==> src/rtl/assert_macros.svh <==
// Assertion macros used by huffman_code_builder.
`ifndef ASSERT_MACROS_SVH
`define ASSERT_MACROS_SVH
`ifndef NO_ASSERTIONS
`define HCB_ASSERT_IMP(label, ante, cons) \
  label: assert property (@(posedge clk) disable iff (rst) (ante) |-> (cons)) \
    else $error("hcb assertion failed");
`define HCB_ASSERT_NXT(label, ante, cons) \
  label: assert property (@(posedge clk) disable iff (rst) (ante) |=> (cons)) \
    else $error("hcb assertion failed");
`else
`define HCB_ASSERT_IMP(label, ante, cons)
`define HCB_ASSERT_NXT(label, ante, cons)
`endif
`endif

==> src/rtl/hcb_pkg.sv <==
// Package with constants, types and state codes of the Huffman code builder.
package hcb_pkg;

  localparam int MAX_SYMBOLS_DEF = 64;
  localparam int WEIGHT_BITS_DEF = 16;
  localparam int WEIGHT_IN_W     = 16;
  localparam int SYM_W           = 6;
  localparam int CODE_W          = 63;
  localparam int LEN_W           = 6;

  typedef enum logic [8:0] {
    S_LOAD  = 9'b000000001,
    S_SCAN  = 9'b000000010,
    S_DRAIN = 9'b000000100,
    S_W1    = 9'b000001000,
    S_W2    = 9'b000010000,
    S_W3    = 9'b000100000,
    S_EMIT  = 9'b001000000,
    S_UP    = 9'b010000000,
    S_OUT   = 9'b100000000
  } state_t;

  typedef struct packed {
    logic clear;
    logic valid;
    logic parentless;
  } scan_ctl_t;

  typedef struct packed {
    logic weight;
    logic left;
    logic parent;
  } mem_we_t;

endpackage

==> src/rtl/hcb_node_mem.sv <==
// Node store: weight, parent and left-child memories sharing one read address.
module hcb_node_mem #(
  parameter int IDX_W  = 7,
  parameter int NODE_W = 22
) (
  input  logic              clk,
  input  hcb_pkg::mem_we_t  we,
  input  logic [IDX_W-1:0]  waddr_node,
  input  logic [IDX_W-1:0]  waddr_parent,
  input  logic [NODE_W-1:0] wdata_weight,
  input  logic [IDX_W-1:0]  wdata_left,
  input  logic [IDX_W-1:0]  wdata_parent,
  input  logic [IDX_W-1:0]  raddr,
  output logic [NODE_W-1:0] rdata_weight,
  output logic [IDX_W-1:0]  rdata_left,
  output logic [IDX_W-1:0]  rdata_parent
);
  import hcb_pkg::*;

  localparam int DEPTH = 1 << IDX_W;

  logic [NODE_W-1:0] weight_mem [0:DEPTH-1];
  logic [IDX_W-1:0]  left_mem   [0:DEPTH-1];
  logic [IDX_W-1:0]  parent_mem [0:DEPTH-1];

  // Write ports
  always_ff @(posedge clk) begin
    if (we.weight) begin
      weight_mem[waddr_node] <= wdata_weight;
    end
    if (we.left) begin
      left_mem[waddr_node] <= wdata_left;
    end
    if (we.parent) begin
      parent_mem[waddr_parent] <= wdata_parent;
    end
  end

  // Registered read port
  always_ff @(posedge clk) begin
    rdata_weight <= weight_mem[raddr];
    rdata_left   <= left_mem[raddr];
    rdata_parent <= parent_mem[raddr];
  end

endmodule

==> config.mk <==
export PLATFORM = sky130hd
export DESIGN_NAME = hcb_node_mem
export DESIGN_NICKNAME = d
export VERILOG_FILES = /design/src/rtl/assert_macros.svh /design/src/rtl/hcb_pkg.sv /design/src/rtl/hcb_node_mem.sv
export SDC_FILE = /design/constraint.sdc
export NUM_CORES = 2
export LEC_CHECK = 0
export BUFFER_PORTS_ARGS = -buffer_cell sky130_fd_sc_hd__clkbuf_2
export CORE_MARGIN = 2
export CORE_UTILIZATION = 57
export DETAILED_ROUTE_END_ITERATION = 16
export GPL_TIMING_DRIVEN = 1
export PLACE_DENSITY = 0.85
export REMOVE_ABC_BUFFERS = 1
export SYNTH_ARGS = -nofsm -noshare
export SYNTH_HDL_FRONTEND = slang
export SYNTH_MEMORY_MAX_BITS = 65536
export SYNTH_SLANG_ARGS = --single-unit
==> constraint.sdc <==
create_clock -name clk -period 2.8 [get_ports clk]
set_clock_uncertainty 0.1 [all_clocks]
set_input_delay 0.28 -clock clk [delete_from_list [all_inputs] [get_ports clk]]
set_output_delay 0.28 -clock clk [all_outputs]
set_load 0.01 [all_outputs]
Word level (Yosys, flattened, before mapping)
Memory sizes are Yosys's and may differ from the RTL's. A register that Yosys moved wholly into a read port is not among the register bits.
Index checks and enable logic that the tools add are counted.
{"block": "op_classes", "mux": 6}
{"cell": "$mux 1", "count": 6}
{"block": "word_totals", "reg_bits": 0, "mem_bits_rw": 4608, "in_bits": 61, "output_inout_bits": 36, "elab_cells": 9, "mem_count": 3}
{"memory": "weight_mem", "words": 128, "word_bits": 22, "read_ports": 1, "rd_clocked_by_memory_dff": 1, "wr": 1, "line_no": "hcb_node_mem.sv:22", "text": "logic [NODE_W-1:0] weight_mem [0:DEPTH-1];"}
{"memory": "left_mem", "words": 128, "word_bits": 7, "read_ports": 1, "rd_clocked_by_memory_dff": 1, "wr": 1, "line_no": "hcb_node_mem.sv:23", "text": "logic [IDX_W-1:0] left_mem [0:DEPTH-1];"}
{"memory": "parent_mem", "words": 128, "word_bits": 7, "read_ports": 1, "rd_clocked_by_memory_dff": 1, "wr": 1, "line_no": "hcb_node_mem.sv:24", "text": "logic [IDX_W-1:0] parent_mem [0:DEPTH-1];"}

Longest topological paths before layout
{"block": "logic_depth", "word_depth": 2, "depth_mapped": 8, "depth_no_buf": 4}

Worst setup path after synthesis
No wires, ideal clock.
{"block": "synth_timing", "path_kind": "in2reg", "startpoint": "input raddr[0]", "endpoint": "register rdata_left[3], read port of left_mem", "setup_ns": 0.121, "arrival_time_ns": 2.905, "t_required_ns": 2.579, "path_slack_ns": -0.326, "path_stages": 7, "path_buffers": 3, "cell_sequence": "buf_2 -> clkbuf_1 -> buf_1 -> mux4_2 -> mux4_2 -> mux4_2 -> mux2_2"}
{"element": "start, declared", "line_no": "hcb_node_mem.sv:13", "text": "input logic [IDX_W-1:0] raddr,"}
{"element": "end, declared", "line_no": "hcb_node_mem.sv:15", "text": "output logic [IDX_W-1:0] rdata_left,"}

==> flow_summary.yaml <==
floorplanning:
  ios: 97
  start_util: 0.5730
  core_um2: 308800
  placementRows: 204
  die_h_um: 561.2
  dieArea_um2: 314900
  die-width_um: 561.2
place:
  portBuffers: 96
  place_area_um2: 189200
  hpwl_um: 297300
  gp_congestion: 0.8519
timing:
  min_period_ns: 3.074
  relSlewSlack: 0.2066
  drv_slew: 0
  period_share: 1.098
  hold_viol_final: 0
  setup_ws_ns: -0.2743
  tns_ns: -0.4811
  setup_violations: 7
  fmax_mhz: 325.3
  rsz0062_at_grt: "true"
  worst_slew_pin_slew_ns: 1.190
global_route:
  grt_max_degree: 89
  grt_pass1_wl_um: 771100
  groute.usage.overall: 0.3564
  first_global_vias: 93295
  antenna_found_initial: 44
  grt-ovfl-total: 0
yosys:
  synth_area_um2: 177000
  syn_area_per_cell_um2: 25.13
  ys_seq_elements: 4644
  syn_inst: 7041
  yosysWarnings: 0
  ys_types: 18
  yosysSeqAreaShare: 0.7860
  yosysTopAreaCell: "edfxtp_1"
  synthTopCellsByArea: "edfxtp_1, mux4_2, nor2_1, clkbuf_1, dfxtp_1"
  synth_top_area_share: 0.7819
worst_setup_path:
  critPathMaxStageDelay_ns: 0.72
  required_ns: 3.60
  critPathMaxFanout: 3
  start_kind: "flip-flop"
  critical_path_buf_inv_count: 0
  arrival_ns: 3.88
  cp-end-kind: "flip-flop"
  timing.critical_path.mode_cell: "mux4_2"
  crit_slowest_cell: "mux4_2"
  crit_family: "multiplexers"
  cp_cell_sequence: "mux4_2, mux4_2, mux4_2, mux2_4"
  critPathKind: "flip-flop to flip-flop"
final_layout:
  area_growth_pct: 15.13
  fillers: 17038
  layout_common_cells: "edfxtp_1, mux4_2, buf_4"
  fin_util: 0.6597
  regArea_um2: 139100
  multi_input_area_um2: 36680
  final_common_cell: "edfxtp_1"
  design_area_um2: 203700
  drive_above_1_share: 0.3661
  nets: 7940
cts:
  post_cts_buffers: 0
  clk_pin_slew_ns: 0.07
  numCtsBuffers: 430
  clockRootBuffer: "clkbuf_16"
  clockBufferDepth: 4
  clock_sinks: 4644
  clk_latency_ns: 1.05
  h-tree-depth: 5
  cts_tree: "yes"
power_and_ir_drop:
  leakage_uw: 0.06339
  p_int_uw: 113000
  switching_power_uw: 33130
  clockPowerShare: 0.415
  pwr-share-comb: 0.058
  power.density_nw_per_um2: 717.4
  switching_share: 0.2267
  seq_power_share: 0.527
  peakVddDrop_mv: 0.8491
drt:
  viasPerCell: 7.533
  wl_um: 559100
  drc: 0
  avgRoutedWirePerCell_um: 45.14
  vias: 93300
  drt_iter0_drc: 18098
  dr.pass1.iters: 8
  ant_nets: 0
run_status:
  violations: "setup timing"
  status: "finished, violations left"
flow_run:
  cap_violations: 0
min_path:
  hold_class: "input port to flip-flop"
[registers in the layout, indices dropped and copies added, names as in the netlist]
register	cells
parent_mem	896
rdata_left	7
weight_mem	2816
rdata_weight	22
left_mem	896
rdata_parent	7
[cell families (layout without fill, tap and decap cells)]
kind of cell / count (synthesis) / after routing / synth area share
buffers and inverters: 383 / 1583 / 0.008859
muxes: 1548 / 1548 / 0.1947
other: 0 / 24 / 0
DFF: 4644 / 4644 / 0.7860
and+or+nand+nor: 466 / 466 / 0.01042
[layer usage]
metal | wire length [um] | global-route usage | vias to the layer above
met1 | 158900 | 0.4165 | 47833
met5 | 326 | 0 | -
li1 | - | - | 32246
met2 | 274000 | 0.5834 | 10539
met4 | 53680 | 0.2566 | 46
met3 | 72250 | 0.08562 | 2636
[worst register-to-register path, delay by kind of cell, from the launching register on]
| kind | cells | cell delay (ns) |
|---|---|---|
| muxes | 4 | 2.35 |
| DFF | 1 | 0.49 |
[area by class of cell]
type / instances / share of cell area
timing repair buffer: 789 / 0.04282
sequential: 4644 / 0.6827
multi-input combinational: 2014 / 0.1800
clock buffer: 551 / 0.05581
tap: 4120 / 0.02530
antenna: 24 / 0.0002948
clock inverter: 243 / 0.01302
[power by group through the flow]
stage | Sequential [uW] | Clock (uW) | Combinational [uW]
after floorplan | 78400 | 0 | 2880
after global placement | 78500 | 0 | 7350
after detailed placement | 78500 | 0 | 7840
after CTS | 77000 | 60400 | 8260
after global routing | 77000 | 62600 | 8530
final | 77000 | 60600 | 8520
[through the flow]
step	power (uW)	std cells	setup WS, ns	hold slack (ns)
2_1_floorplan	81250	6658	0.3879	0.2789
3_3_place_gp	85810	11519	-0.6418	0.5871
3_5_place_dp	86340	11519	-0.7773	0.5949
4_1_cts	145700	12361	-0.1692	0.007124
5_1_grt	148100	12363	-0.1356	0.03407
6_report	146200	12385	-0.2743	0.04621
[synthesized netlist by cell type, drive strengths merged]
cell type	instances
nand3	25
nor2b	15
nand3b	1
mux4	1512
and4	1
clkbuf	231
mux2	36
dfxtp	36
nor2	388
edfxtp	4608
nand4	4
nand2	28
buf	152
nand2b	2
nor3	2
[worst paths after layout]
kind	startpoint	end	slack [ns]	depth (start not counted)
worst max-delay path	weight_mem[22][18]	rdata_weight[18]	-0.27	4
worst max register to register	weight_mem[22][18]	rdata_weight[18]	-0.27	4
worst min-delay path	waddr_parent[3]	parent_mem[60][6]	0.05	3
worst min register to register	parent_mem[20][4]	rdata_parent[4]	1.07	4
[timing repair]
action / CTS / global route
setup endpoints to repair: 1 / 2
hold buffers: 48 / 0
hold endpoints to repair: 2872 / 0
resized for setup: 1 / 1
No activity file was read; power rests on OpenSTA's default activity.
