**config.mk**
```make
export PLATFORM = sky130hd
export DESIGN_NAME = hcb_min_scan
export DESIGN_NICKNAME = d
export VERILOG_FILES = /design/src/rtl/assert_macros.svh /design/src/rtl/hcb_pkg.sv /design/src/rtl/hcb_min_scan.sv
export SDC_FILE = /design/constraint.sdc
export NUM_CORES = 1
export LEC_CHECK = 0
export ABC_AREA = 1
export BUFFER_PORTS_ARGS = -buffer_cell sky130_fd_sc_hd__buf_2
export CORE_MARGIN = 2
export CORE_UTILIZATION = 48
export DETAILED_ROUTE_END_ITERATION = 10
export HOLD_SLACK_MARGIN = 0.05
export PLACE_DENSITY = 0.87
export SETUP_SLACK_MARGIN = 0.4
export SYNTH_ARGS = -nofsm -noshare
export SYNTH_HDL_FRONTEND = slang
export SYNTH_SLANG_ARGS = --single-unit
```
**constraint.sdc**
```tcl
create_clock -name clk -period 2.6 [get_ports clk]
set_input_delay 0.13 -clock clk [delete_from_list [all_inputs] [get_ports clk]]
set_output_delay 0.13 -clock clk [all_outputs]
set_load 0.05 [all_outputs]
```
**src/rtl/assert_macros.svh**
```systemverilog
// Assertion macros used by huffman_code_builder.
`ifndef ASSERT_MACROS_SVH
`define ASSERT_MACROS_SVH
`ifndef NO_ASSERTIONS
`define HCB_ASSERT_IMP(label, ante, cons) \
  label: assert property (@(posedge clk) disable iff (rst) (ante) |-> (cons)) \
    else $error("hcb assertion failed");
`define HCB_ASSERT_NXT(label, ante, cons) \
  label: assert property (@(posedge clk) disable iff (rst) (ante) |=> (cons)) \
    else $error("hcb assertion failed");
`else
`define HCB_ASSERT_IMP(label, ante, cons)
`define HCB_ASSERT_NXT(label, ante, cons)
`endif
`endif

```
**src/rtl/hcb_pkg.sv**
```systemverilog
// Package with constants, types and state codes of the Huffman code builder.
package hcb_pkg;

  localparam int MAX_SYMBOLS_DEF = 64;
  localparam int WEIGHT_BITS_DEF = 16;
  localparam int WEIGHT_IN_W     = 16;
  localparam int SYM_W           = 6;
  localparam int CODE_W          = 63;
  localparam int LEN_W           = 6;

  typedef enum logic [8:0] {
    S_LOAD  = 9'b000000001,
    S_SCAN  = 9'b000000010,
    S_DRAIN = 9'b000000100,
    S_W1    = 9'b000001000,
    S_W2    = 9'b000010000,
    S_W3    = 9'b000100000,
    S_EMIT  = 9'b001000000,
    S_UP    = 9'b010000000,
    S_OUT   = 9'b100000000
  } state_t;

  typedef struct packed {
    logic clear;
    logic valid;
    logic parentless;
  } scan_ctl_t;

  typedef struct packed {
    logic weight;
    logic left;
    logic parent;
  } mem_we_t;

endpackage

```
**src/rtl/hcb_min_scan.sv**
```systemverilog
// Running search for the two parentless nodes of least weight.
module hcb_min_scan #(
  parameter int IDX_W  = 7,
  parameter int NODE_W = 22
) (
  input  logic              clk,
  input  hcb_pkg::scan_ctl_t ctl,
  input  logic [IDX_W-1:0]  idx,
  input  logic [NODE_W-1:0] weight,
  output logic [IDX_W-1:0]  min_a,
  output logic [IDX_W-1:0]  min_b,
  output logic [NODE_W-1:0] min_wa,
  output logic [NODE_W-1:0] min_wb
);
  import hcb_pkg::*;

  logic va;
  logic vb;

  // Keep the lowest index on ties: only a strictly smaller weight displaces
  always_ff @(posedge clk) begin
    if (ctl.clear) begin
      va <= 1'b0;
      vb <= 1'b0;
    end else if (ctl.valid && ctl.parentless) begin
      if (!va || weight < min_wa) begin
        min_b  <= min_a;
        min_wb <= min_wa;
        vb     <= va;
        min_a  <= idx;
        min_wa <= weight;
        va     <= 1'b1;
      end else if (!vb || weight < min_wb) begin
        min_b  <= idx;
        min_wb <= weight;
        vb     <= 1'b1;
      end
    end
  end

endmodule

```
Yosys cells after proc, flatten, opt, wreduce, memory -nomap -nowiden
Index checks and enable logic that the tools add are counted.
Cells by class
  bitwise operators: 1
  reductions and logical operators: 10
  multiplexer cells: 6
  $lt $le $gt $ge: 2
Operators with widths (count)
  22-bit < comparator: 2
  22-bit 2-to-1 mux: 2
  7-bit 2-to-1 mux: 2
  3-bit AND reduction: 2
  2-bit AND reduction: 2
  1-bit zero test: 2
  1-bit logical OR: 2
  1-bit 2-to-1 mux: 2
  2-bit nonzero test: 1
  1-bit logical AND: 1
  1-bit NOT: 1
Storage, ports and cells
  input port bits: 33
  register bits: 60
  word-level logic and storage cells: 25

Longest topological paths before layout
Gate-level depths: netlist of run 1.
  depth after elaboration: 4
  mapped depth: 14

Worst setup path before layout of run 1
No wires, ideal clock.
  path type: register to register
  from: register min_wa[5]
  to: register min_b[0], enable pin
  stages on the path, launching flop included: 12
  data required time: 2214 ps
  setup slack: -242 ps
  buffers on the path: 1
  arrival: 2456 ps
  cells stage by stage: edfxtp_1 -> inv_1 -> ha_1 -> a21o_1 -> nor2_1 -> nand2_1 -> nand2_1 -> nand3_2 -> nand2_1 -> buf_6 -> nand2_1 -> nand2_1
On the way
  word-level cells in the longest chain between the ends: 4
Ends and longest elaborated chain
  start, declared: RTL line hcb_min_scan.sv:12  | output logic [NODE_W-1:0] min_wa,
  start signal, assigned: RTL line hcb_min_scan.sv:31  | min_wa <= weight;
  22-bit < comparator: RTL line hcb_min_scan.sv:26  | if (!va || weight < min_wa) begin
  1-bit logical OR: RTL line hcb_min_scan.sv:26
  2-bit nonzero test (no source line)
  3-bit AND reduction (no source line)
  end signal, assigned: RTL line hcb_min_scan.sv:27  | min_b <= min_a;
  end signal, assigned: RTL line hcb_min_scan.sv:34  | min_b <= idx;
  end, declared: RTL line hcb_min_scan.sv:11  | output logic [IDX_W-1:0] min_b,
Every way passes these cells.
A chain may end at the register's enable or synchronous reset.

Worst setup path in the final report of run 1
  from: input port weight[20]
  to: register min_wb[12], enable pin
On the way
  word-level cells in the longest chain between the ends: 4
Ends and longest elaborated chain
  start, declared: RTL line hcb_min_scan.sv:9  | input logic [NODE_W-1:0] weight,
  22-bit < comparator (on tied branches): RTL line hcb_min_scan.sv:26, hcb_min_scan.sv:33
  1-bit logical OR (on tied branches): RTL line hcb_min_scan.sv:26, hcb_min_scan.sv:33
  2-bit nonzero test (no source line) *
  3-bit AND reduction (no source line) *
  end signal, assigned: RTL line hcb_min_scan.sv:28  | min_wb <= min_wa;
  end signal, assigned: RTL line hcb_min_scan.sv:35  | min_wb <= weight;
  end, declared: RTL line hcb_min_scan.sv:13  | output logic [NODE_W-1:0] min_wb
Mark *: on every way between the ends. The rest lies on a longest branch, timed or not.

==> results by group, run 1 <==
Status
  • Status: completed

Floorplanning
  • Num rows: 30
  • Core ar.: 0.00691 mm2
  • Area of the die: 0.00792 mm2
  • Die height: 89.0 um
  • DIE WIDTH: 89.0 um
  • Initial Utilization: 50.2%
  • IO Pins: 91

GRT
  • Total GRT Usage: 22.6%
  • Vias in the first global route: 2,998
  • Antenna violations before repair: 0
  • First-pass GRT wire length: 13,400 um
  • Remaining Overflow, GRT: 0
  • Largest net degree at the start of global routing: 32

Synth
  • EDFF count, synth: 58
  • Synth top area cells: edfxtp_1, ha_1, nand2_1
  • Synth Area in XOR/XNOR: 0%
  • Largest area contributor in the netlist: edfxtp_1
  • Post-synthesis compound-gate area fraction: 2.67%
  • Synth warn: 0
  • Syn nets: 455
  • Sequential fraction of the synthesis area: 51.4%
  • Top cell type's share of synthesized area: 50.2%
  • Async SR Flop Fraction: 0%
  • Synthesized-area fraction occupied by adder cells: 15.2%
  • Largest family of logic cells by synthesized area: simple AND/OR/NAND/NOR gates
  • Distinct cells, synth: 15
  • Synth Flop Type: edfxtp_1
  • Simple-gate share of the synthesized area: 21.5%
  • Mapped cell area: 0.00347 mm2
  • Cells after synthesis: 380
  • Syn avg cell area: 9.13 um2
  • Most common cell in the synthesized netlist: nand2_1
  • Post-synth top cells: nand2_1, inv_1, edfxtp_1, ha_1, nand3_1
  • Post-synthesis register bit count: 60
  • Post-synthesis mux area share: 0%

Layout
  • Sequential cell area: 0.00178 mm2
  • Filler cell count: 541
  • Multi-input combinational cell area: 0.00144 mm2
  • Layout area overhead: 34.0%
  • Final instance area: 0.00465 mm2
  • # diodes: 0
  • Layout cell share with drive strength beyond 1: 25.0%
  • Layout net count: 586

STA
  • Final number of hold-violating endpoints: 0
  • Clk_skew: 0.0167 ns
  • Slew @ Worst Pin: 0.359 ns
  • Share of the clock period used by the worst path: 81.5%
  • Setup_tns: 0 ns
  • Fin. max-slew vios: 0
  • RSZ-0062 raised after global routing: true
  • Slew HR: 76.1%
  • Final setup violation count: 0
  • Crit path time final: 2.12 ns
  • Max Clock Freq: 472 MHz

Setup path
  • Setup CP Type: in -> reg
  • Bufs and invs on worst path: 2
  • Cell-by-cell trace of the critical path: dlygate4sd3_1 -> buf_2 -> ha_1 -> nand2_1 -> nor2_1 -> nand2_1 -> nor2_1 -> nand2_1 -> nand3_1 -> nand2_1 -> nand2_1 -> nand2_8
  • Max Fanout on Critical Path: 29
  • WP depth: 12
  • Crit. End Element: register
  • Most used cell, CP: nand2_1
  • Crit-path slowest cell: dlygate4sd3_1
  • CP Data Arrival Time: 2.16 ns
  • CP startpoint kind: input port
  • Largest delay contributor family on the critical path: simple AND/OR/NAND/NOR gates
  • CP required: 2.64 ns
  • Critical Path Max Stage Delay: 0.54 ns
  • R2R depth: 12

Power
  • Worst VDD drop: 0.000317 V
  • Leak: 0.00237 uW
  • Cell Pwr Density: 535 mW/mm2

Route
  • Iter 0 DRT Violations: 233
  • WL per Instance: 14.3 um
  • 1st-pass router iterations: 4
  • Post-route DRC: 0
  • Final antenna-violating net count: 0
  • Via-to-Cell Ratio: 4.91
  • Final wirelength: 8750 um
  • Vias after detailed routing: 3,005

CTS
  • Clock root buffer: clkbuf_8
  • TritonCTS buffer count: 9
  • CTS clk-pin slew, worst paths: 0.07 ns
  • CTS Sinks: 60
  • Longest Clk Path Bufs: 2
  • Clk Latency, worst-skew pair: 0.35 ns
  • H-tree levels: 3
  • CTS tree: built

Placement
  • Post-DP Area: 0.00405 mm2
  • Detailed placement HPWL: 5760 um
  • I/O Buffers: 90
  • RePlAce Congestion: 0.796

Worst hold path
  • Hold Path Cell Cnt: 1
  • Hold crit path type: in -> reg

Job
  • Max_cap viols: 0
==> per-layer routing <==
| metal | global-route usage, % | up-vias | routed length (um) |
|---|---|---|---|
| met2 | 38.8 | 133 | 4560 |
| met5 | 0 | - | 0 |
| met1 | 26.7 | 1369 | 3410 |
| met3 | 5.08 | 12 | 634 |
| met4 | 11.1 | 0 | 147 |
| li1 | - | 1491 | - |
==> report_power, final <==
part / switching (uW) / internal, uW / leakage [uW]
Clock: 406 / 445 / 0.0000918
Sequential: 21.9 / 1110 / 0.000554
Combinational: 336 / 164 / 0.00173
==> final cells by class <==
class | instances | share of cell area, %
clock buffer | 9 | 2.67
clock inverter | 7 | 1.62
inverter | 66 | 5.41
multi-input combinational | 245 | 31.0
sequential | 60 | 38.3
tap | 96 | 2.58
timing repair buffer | 129 | 18.3
==> cells in the final DEF, fill, tap and decap left out <==
cell,Yosys,final
dlygate4sd3_1,0,28
nor2_1,16,14
ha_4,0,3
clkinv_2,0,1
inv_1,66,64
a21oi_1,14,13
buf_12,0,1
nand2_4,0,2
inv_6,0,1
buf_6,5,5
inv_2,0,1
nand2_8,0,1
nand3_2,1,1
dfxtp_1,2,2
ha_1,42,39
nand2_1,136,133
clkinv_4,0,1
buf_4,0,5
a21oi_2,0,1
bufinv_16,0,1
clkinvlp_4,0,4
nor3_1,1,1
a21o_1,3,3
edfxtp_1,58,58
dlymetal6s4s_1,0,1
nor2_2,1,3
buf_2,2,89
nand3_1,31,31
clkbuf_8,0,9
==> kinds of logic after synthesis <==
logic type                 count (synthesis)
DFF                                       60
buffers and inverters                     75
adders and majority gates                 42
and+or+nand+nor                          186
AOI/OAI and AO/OA                         17
==> sequential cells by signal, summed over array words and instances, names as in the netlist <==
name and flops:
min_wa 22, min_wb 22, min_a 7, min_b 7, va 1, vb 1
==> final timing paths <==
check	slack [ns]	end	startpoint
setup / recovery	0.48	min_wb[12]$_DFFE_PP_	weight[20]
setup reg to reg	0.51	min_wa[20]$_DFFE_PP_	min_wa[15]$_DFFE_PP_
hold / removal	0.08	min_wa[21]$_DFFE_PP_	weight[21]
hold reg to reg	0.53	vb$_SDFFE_PP0P_	vb$_SDFFE_PP0P_
==> timing repair <==
item	CTS	global route
setup buffers	1	4
endpoints found under the setup margin	50	87
pin swaps	0	4
hold endpoints to repair	30	0
gates resized for setup	1	13
hold buffers	29	0
==> metrics by stage <==
step	hold slack, ns	std cells	util, %	power, uW	setup WS (ns)
after floorplan	0.199	380	-	1470	0.0557
after global placement	0.324	562	58.6	1580	0.532
after detailed placement	0.325	562	58.6	1600	0.429
after CTS	0.0616	608	65.9	2480	0.448
after global routing	0.0666	612	67.3	2590	0.327
final	0.0781	612	67.3	2480	0.481
==> worst register-to-register path, delay by kind of cell (launching register included) <==
kind | cells | cell delay (ns)
simple gates | 7 | 0.59
flops | 1 | 0.43
buf+inv | 3 | 0.42
fa+ha+maj | 1 | 0.21
compound gates | 1 | 0.16
Note: power is estimated with default switching activity, not from simulation.
==> run 2, diff against run 1 <==
--- a/config.mk
+++ b/config.mk
@@ -8,10 +8,10 @@
 export ABC_AREA = 1
 export BUFFER_PORTS_ARGS = -buffer_cell sky130_fd_sc_hd__buf_2
 export CORE_MARGIN = 2
-export CORE_UTILIZATION = 48
+export CORE_UTILIZATION = 50
 export DETAILED_ROUTE_END_ITERATION = 10
 export HOLD_SLACK_MARGIN = 0.05
-export PLACE_DENSITY = 0.87
+export PLACE_DENSITY = 0.86
 export SETUP_SLACK_MARGIN = 0.4
 export SYNTH_ARGS = -nofsm -noshare
 export SYNTH_HDL_FRONTEND = slang
==> constraint.sdc (replaced) <==
create_clock -name clk -period 2 [get_ports clk]
set_input_delay 0.1 -clock clk [delete_from_list [all_inputs] [get_ports clk]]
set_output_delay 0.1 -clock clk [all_outputs]
set_load 0.05 [all_outputs]
==> run 2 against run 1 <==
Net effect:
- the flow now finishes with violations (setup timing)
- critical path depth unchanged
- first-iteration DRC count is 27% lower
- worst setup slack got worse by 0.58 ns
- flip-flop and latch count did not move
- power grew 46%
- final area up 12%
- via count is 7.4% higher
- non-clock buffer count rose by 29
- utilization up 9.4 points
- sequential power grew 30%
- clock skew down 0.0092 ns
- global-route usage increased by 2.7 points
- critical endpoint is now min_wb[2]$_DFFE_PP_
==> results by group, run 2 (synthesis gave the netlist of run 1 again) <==
Layout
  • # diodes: 0 (unchanged)
  • Layout cell share with drive strength beyond 1: 35.0% (+10 points)
  • Most common cell after layout, fill and taps aside: nand2_1
  • Filler cell count: 444 (-18%)
  • Commonest cells after routing, fill and taps aside: nand2_1, buf_2, inv_1, edfxtp_1
  • Largest registers: min_wa: 22 flops, min_wb: 22 flops
  • Final instance area: 0.00518 mm2 (+12%)
  • Post-Layout Cell Count: 625 (+2.1%)
  • Final core utilization: 76.7% (+9.4 points)
  • Layout net count: 615 (+4.9%)
  • Layout area overhead: 49.5%

Placement
  • DP Cell Count: 560 (-0.36%)
  • Detailed placement HPWL: 5880 um (+2.2%)
  • I/O Buffers: 90 (unchanged)
  • RePlAce Congestion: 0.797 (+0.18%)
  • Post-DP Area: 0.00423 mm2 (+4.6%)
  • Pre-CTS WS: -0.0297 ns (-0.458 ns)

Floorplanning
  • Area of the die: 0.00762 mm2 (-3.8%)
  • Core ar.: 0.00676 mm2 (-2.2%)
  • Num rows: 30 (unchanged)
  • Die height: 87.3 um (-1.9%)
  • DIE WIDTH: 87.3 um (-1.9%)
  • IO Pins: 91 (unchanged)
  • Initial Utilization: 51.3% (+1.1 points)

GRT
  • Antenna violations before repair: 0 (unchanged)
  • Remaining Overflow, GRT: 0 (unchanged)
  • First-pass GRT wire length: 14,400 um (+7.5%)
  • Total GRT Usage: 25.2% (+2.7 points)
  • Largest net degree at the start of global routing: 30 (-6.3%)
  • Vias in the first global route: 3,021 (+0.77%)

Setup path
  • Bufs and invs on worst path: 3 (+1)
  • CP Data Arrival Time: 2.18 ns (+0.02 ns)
  • Critical Path Max Stage Delay: 0.40 ns (-0.14 ns)
  • Cell-by-cell trace of the critical path: inv_1 -> ha_1 -> nand2_1 -> inv_1 -> nand2_1 -> nand2_1 -> a21oi_2 -> nand3_1 -> nand2_1 -> nand2_1 -> nand2_4 -> clkbuf_16
  • Most used cell, CP: nand2_1
  • Max Fanout on Critical Path: 8 (-72%)
  • CP required: 2.08 ns (-0.56 ns)
  • Largest delay contributor family on the critical path: simple AND/OR/NAND/NOR gates
  • Setup CP Type: reg -> reg
  • CP startpoint kind: register
  • Crit-path slowest cell: edfxtp_1
  • Crit. End Element: register

STA
  • Fin. max-slew vios: 0 (unchanged)
  • Final setup violation count: 65 (+65)
  • Max Clock Freq: 476 MHz
  • Final number of hold-violating endpoints: 0 (unchanged)
  • Crit path time final: 2.10 ns
  • Setup ws final: -0.0987 ns (-0.580 ns)
  • Clk_skew: 0.00750 ns (-0.00923 ns)
  • RSZ-0062 raised after global routing: true
  • Slew @ Worst Pin: 0.397 ns (+0.0381 ns)
  • Slew HR: 73.5% (-2.5 points)
  • Share of the clock period used by the worst path: 105%

Route
  • Post-route DRC: 0 (unchanged)
  • Final antenna-violating net count: 0 (unchanged)
  • Vias after detailed routing: 3,226 (+7.4%)
  • 1st-pass router iterations: 5 (+1)
  • Final wirelength: 10,100 um (+15%)
  • Via-to-Cell Ratio: 5.16 (+5.1%)
  • WL per Instance: 16.1 um (+13%)
  • Iter 0 DRT Violations: 169 (-27%)

CTS
  • CTS Sinks: 60 (unchanged)
  • Clock root buffer: clkbuf_8
  • CTS tree: built
  • H-tree levels: 3 (unchanged)
  • TritonCTS buffer count: 9 (unchanged)
  • Clk Latency, worst-skew pair: 0.36 ns (about the same)
  • Longest Clk Path Bufs: 2 (unchanged)
  • CTS clk-pin slew, worst paths: 0.07 ns (about the same)

Status
  • Failing checks: setup timing
  • Status: finished with violations

Power
  • Leak: 0.00257 uW (+8.2%)
  • Cell Pwr Density: 698 mW/mm2 (+31%)
  • Worst VDD drop: 0.000460 V (+45%)

Job
  • Max_cap viols: 0 (unchanged)

Worst hold path
  • Hold crit path type: in -> reg
run 2: cell count changes in the layout (fill, tap and decap cells not counted), moves of 6 or more:
cell	delta
ha_4	+8
buf_4	+21
nand3_2	+10
ha_1	-8
nand2_1	-6
nand3_1	-10
run 2: what timing repair did:
action	4_1_cts	5_1_grt
setup endpoints to repair	87	87
setup buffers	9	6
gates resized for setup	13	25
hold endpoints to repair	32	1
pin swaps	12	17
hold buffers	30	1
gates cloned	1	2
run 2: metal layers:
layer | part of all wire, % | global-route usage, % | up-vias
met4 | 2.6 | 8.67 | 0
met3 | 7.6 | 5.31 | 30
met1 | 38 | 30.7 | 1509
met2 | 52 | 44.3 | 139
met5 | 0 | 0 | -
li1 | - | - | 1548
run 2: power breakdown:
group	switching [uW]	total, uW	internal, uW
Combinational	494	782	287
Clock	541	1360	823
Sequential	26.4	1470	1440
run 2: area by class of cell:
type | instances | area (um2) | share of cell area [%]
inverter | 66 | 251 | 4.85
clock inverter | 7 | 115 | 2.22
tap | 80 | 100 | 1.93
clock buffer | 9 | 124 | 2.39
timing repair buffer | 158 | 1180 | 22.7
sequential | 60 | 1780 | 34.4
multi-input combinational | 245 | 1640 | 31.5
run 2: final timing paths:
| path | start | to | slack (ns) | depth (start not counted) |
|---|---|---|---|---|
| worst max register to register | min_wb[21]$_DFFE_PP_ | min_wb[2]$_DFFE_PP_ | -0.1 | 12 |
| worst min-delay path | weight[0] | min_wb[0]$_DFFE_PP_ | 0.08 | 3 |
| worst max-delay path | min_wb[21]$_DFFE_PP_ | min_wb[2]$_DFFE_PP_ | -0.1 | 12 |
| worst min register to register | vb$_SDFFE_PP0P_ | vb$_SDFFE_PP0P_ | 0.56 | 2 |
run 2: worst register-to-register path: stages, from the launching register on:
cell and delay [ns]:
edfxtp_1 0.40, inv_1 0.07, ha_1 0.24, nand2_1 0.16, inv_1 0.06, nand2_1 0.07, nand2_1 0.08, a21oi_2 0.15
nand3_1 0.10, nand2_1 0.06, nand2_1 0.08, nand2_4 0.16, clkbuf_16 0.18
run 2: per-stage QoR:
stage	hold slack (ns)	power [uW]	TNS, ns
6_report	0.0788	3620	-4.17
5_1_grt	0.0896	3750	-13.24
4_1_cts	0.00340	3530	-0.297
3_5_place_dp	0.303	2120	-0.657
3_3_place_gp	0.302	2090	0
2_1_floorplan	0.169	1920	-28.52
==> run 3, diff against run 2 <==
--- a/config.mk
+++ b/config.mk
@@ -11,7 +11,7 @@
 export CORE_UTILIZATION = 50
 export DETAILED_ROUTE_END_ITERATION = 10
 export HOLD_SLACK_MARGIN = 0.05
-export PLACE_DENSITY = 0.86
+export PLACE_DENSITY = 0.76
 export SETUP_SLACK_MARGIN = 0.4
 export SYNTH_ARGS = -nofsm -noshare
 export SYNTH_HDL_FRONTEND = slang
==> run 3 against run 2 <==
Net effect:
- the run still ends with setup timing left
- final area shrank 6.6%
- worst setup slack gained 0.032 ns
- sequential share of layout area grew 2.4 points
- via count shrank 4.2%
- first-iteration DRC count shrank 12%
- die area is the same
- critical path type unchanged
==> results by group, run 3 (synthesis gave the netlist of run 1 again) <==
CTS
  • Clock root buffer: clkbuf_8
  • CTS Sinks: 60 (unchanged)
  • H-tree levels: 3 (unchanged)
  • Clk Latency, worst-skew pair: 0.35 ns (about the same)
  • Longest Clk Path Bufs: 2 (unchanged)
  • TritonCTS buffer count: 9 (unchanged)
  • CTS clk-pin slew, worst paths: 0.07 ns (about the same)
  • CTS tree: built

Layout
  • Layout net count: 606 (-1.5%)
  • Commonest cells after routing, fill and taps aside: nand2_1, buf_2, inv_1, edfxtp_1, ha_1
  • Layout area overhead: 39.6%
  • Largest registers: min_wa: 22 flops, min_wb: 22 flops
  • Multi-input combinational cell area: 0.00148 mm2 (-9.8%)
  • Sequential cell area: 0.00178 mm2 (unchanged)
  • Filler cell count: 506 (+14%)
  • Most common cell after layout, fill and taps aside: nand2_1
  • # diodes: 0 (unchanged)
  • Final instance area: 0.00484 mm2 (-6.6%)
  • Layout cell share with drive strength beyond 1: 28.9% (-6.1 points)

Placement
  • I/O Buffers: 90 (unchanged)
  • RePlAce Congestion: 0.812 (+1.9%)
  • Pre-CTS WS: 0.00205 ns (+0.0318 ns)
  • Detailed placement HPWL: 5990 um (+1.8%)
  • Post-DP Area: 0.00420 mm2 (-0.77%)

Route
  • Post-route DRC: 0 (unchanged)
  • Via-to-Cell Ratio: 5.02 (-2.8%)
  • Iter 0 DRT Violations: 149 (-12%)
  • 1st-pass router iterations: 4 (-1)
  • WL per Instance: 14.4 um (-11%)
  • Vias after detailed routing: 3,092 (-4.2%)
  • Final antenna-violating net count: 0 (unchanged)
  • Final wirelength: 8890 um (-12%)

Setup path
  • Launch point of the critical path: min_wa[19]$_DFFE_PP_
  • Worst reg2reg startpoint: min_wa[19]$_DFFE_PP_
  • R2R depth: 11 (-1)
  • CP startpoint kind: register
  • Largest delay contributor family on the critical path: simple AND/OR/NAND/NOR gates
  • CP required: 2.07 ns (about the same)
  • Crit-path slowest cell: edfxtp_1
  • Most used cell, CP: nand2_4
  • Cell-by-cell trace of the critical path: inv_1 -> ha_1 -> nand2_1 -> nor2_2 -> buf_4 -> a21oi_2 -> nand3_2 -> nand2_4 -> nand2_4 -> nand2_4 -> clkbuf_16
  • Setup CP Type: reg -> reg
  • CP Data Arrival Time: 2.13 ns (-0.05 ns)
  • Bufs and invs on worst path: 3 (unchanged)
  • Max Fanout on Critical Path: 7 (-1)
  • Critical Path Max Stage Delay: 0.41 ns (about the same)
  • Flop2flop setup slack: -0.07 ns (+0.03 ns)
  • Crit. End Element: register
  • R2r endpoint: min_b[1]$_DFFE_PP_

Worst hold path
  • Hold_sp: ctl[0]
  • WHS Endpoint: va$_SDFFE_PP0P_
  • Hold Path Cell Cnt: 3 (unchanged)
  • Hold crit path type: in -> reg

Power
  • Cell Pwr Density: 667 mW/mm2 (-4.4%)
  • Leak: 0.00248 uW (-3.4%)
  • Worst VDD drop: 0.000408 V (-11%)

Floorplanning
  • Area of the die: 0.00762 mm2 (unchanged)
  • Num rows: 30 (unchanged)
  • DIE WIDTH: 87.3 um (unchanged)
  • IO Pins: 91 (unchanged)
  • Core ar.: 0.00676 mm2 (unchanged)
  • Initial Utilization: 51.3% (unchanged)
  • Die height: 87.3 um (unchanged)

Status
  • Status: finished with violations
  • Failing checks: setup timing

STA
  • Fin. max-slew vios: 0 (unchanged)
  • Share of the clock period used by the worst path: 103% (-1.6 points)
  • Slew @ Worst Pin: 0.308 ns (-0.0895 ns)
  • Min Hold Slack: 0.0628 ns (-0.0160 ns)
  • Clk_skew: 0.00783 ns (+0.000335 ns)
  • Setup ws final: -0.0667 ns (+0.0320 ns)
  • RSZ-0062 raised after global routing: true
  • Max Clock Freq: 484 MHz (+1.5%)
  • Slew HR: 79.5% (+6.0 points)
  • Final number of hold-violating endpoints: 0 (unchanged)
  • Crit path time final: 2.07 ns (-0.0320 ns)
  • Final setup violation count: 58 (-11%)

GRT
  • Met1 Use GR: 28.9% (-1.7 points)
  • Vias in the first global route: 2,926 (-3.1%)
  • First-pass GRT wire length: 13,500 um (-5.7%)
  • GRT met2 Usage: 40.7% (-3.6 points)
  • Largest net degree at the start of global routing: 21 (-30%)
  • Busiest grt layer: met2
  • GRT met3 Usage: 4.93% (-0.38 points)
  • Remaining Overflow, GRT: 0 (unchanged)
  • Antenna violations before repair: 0 (unchanged)
  • Total GRT Usage: 23.3% (-1.9 points)

Job
  • Max_cap viols: 0 (unchanged)
-- run 3: timing repair --
action                                  4_1_cts  5_1_grt
hold buffers                                 30        0
gates cloned                                  0        2
gates resized for setup                       2        7
buffers inserted                              2        7
pin swaps                                     1        1
hold endpoints to repair                     31        0
endpoints found under the setup margin       87       87
-- run 3: worst max-delay path by stage --
stage | cells past startpoint | slack, ns | to
after detailed placement | 12 | 0.002 | min_wa[3]$_DFFE_PP_
after global routing | 14 | -0.16 | min_b[2]$_DFFE_PP_
after global placement | 12 | 0.01 | min_wa[3]$_DFFE_PP_
after floorplan | 12 | -0.54 | min_a[0]$_DFFE_PP_
final | 11 | -0.07 | min_b[1]$_DFFE_PP_
after CTS | 12 | -0.01 | min_wa[0]$_DFFE_PP_
-- run 3: power breakdown --
group / switching, uW / leakage [uW] / internal [uW] / total, uW
combinational: 454 / 0.00184 / 250 / 703
clock: 492 / 0.0000911 / 563 / 1050
sequential: 28.2 / 0.000554 / 1450 / 1470
total: 974 / 0.00248 / 2260 / 3230
-- run 3: worst reg2reg max path, delay by kind of cell, from the launching register on --
family                   cells  cell delay (ns)
AO/OA/AOI/OAI                1             0.15
adder cells (fa/ha/maj)      1             0.23
buffers and inverters        3             0.39
flip-flops                   1             0.41
AND/OR/NAND/NOR              6             0.63
-- run 3: cell type report --
class | count | share of cell area, %
Sequential cell | 60 | 36.8
Tap cell | 80 | 2.07
Timing Repair Buffer | 149 | 21.7
Inverter | 66 | 5.19
Clock buffer | 10 | 2.63
Multi-Input combinational cell | 245 | 30.5
Clock inverter | 6 | 1.14
-- run 3: metrics by stage --
step                util [%]  power (uW)  instances  TNS [ns]
CTS                     69.8        3200        607    -0.102
detailed placement      62.2        2120        559         0
floorplan                  -        1920        380    -28.52
global placement        62.2        2100        559         0
global route            71.7        3370        616     -9.90
finish                  71.7        3230        616     -2.49
-- run 3: routing by layer --
metal / vias up / wire length (um)
met5: - / 0
met4: 0 / 138
met3: 13 / 411
met2: 92 / 4500
met1: 1453 / 3840
li1: 1534 / -
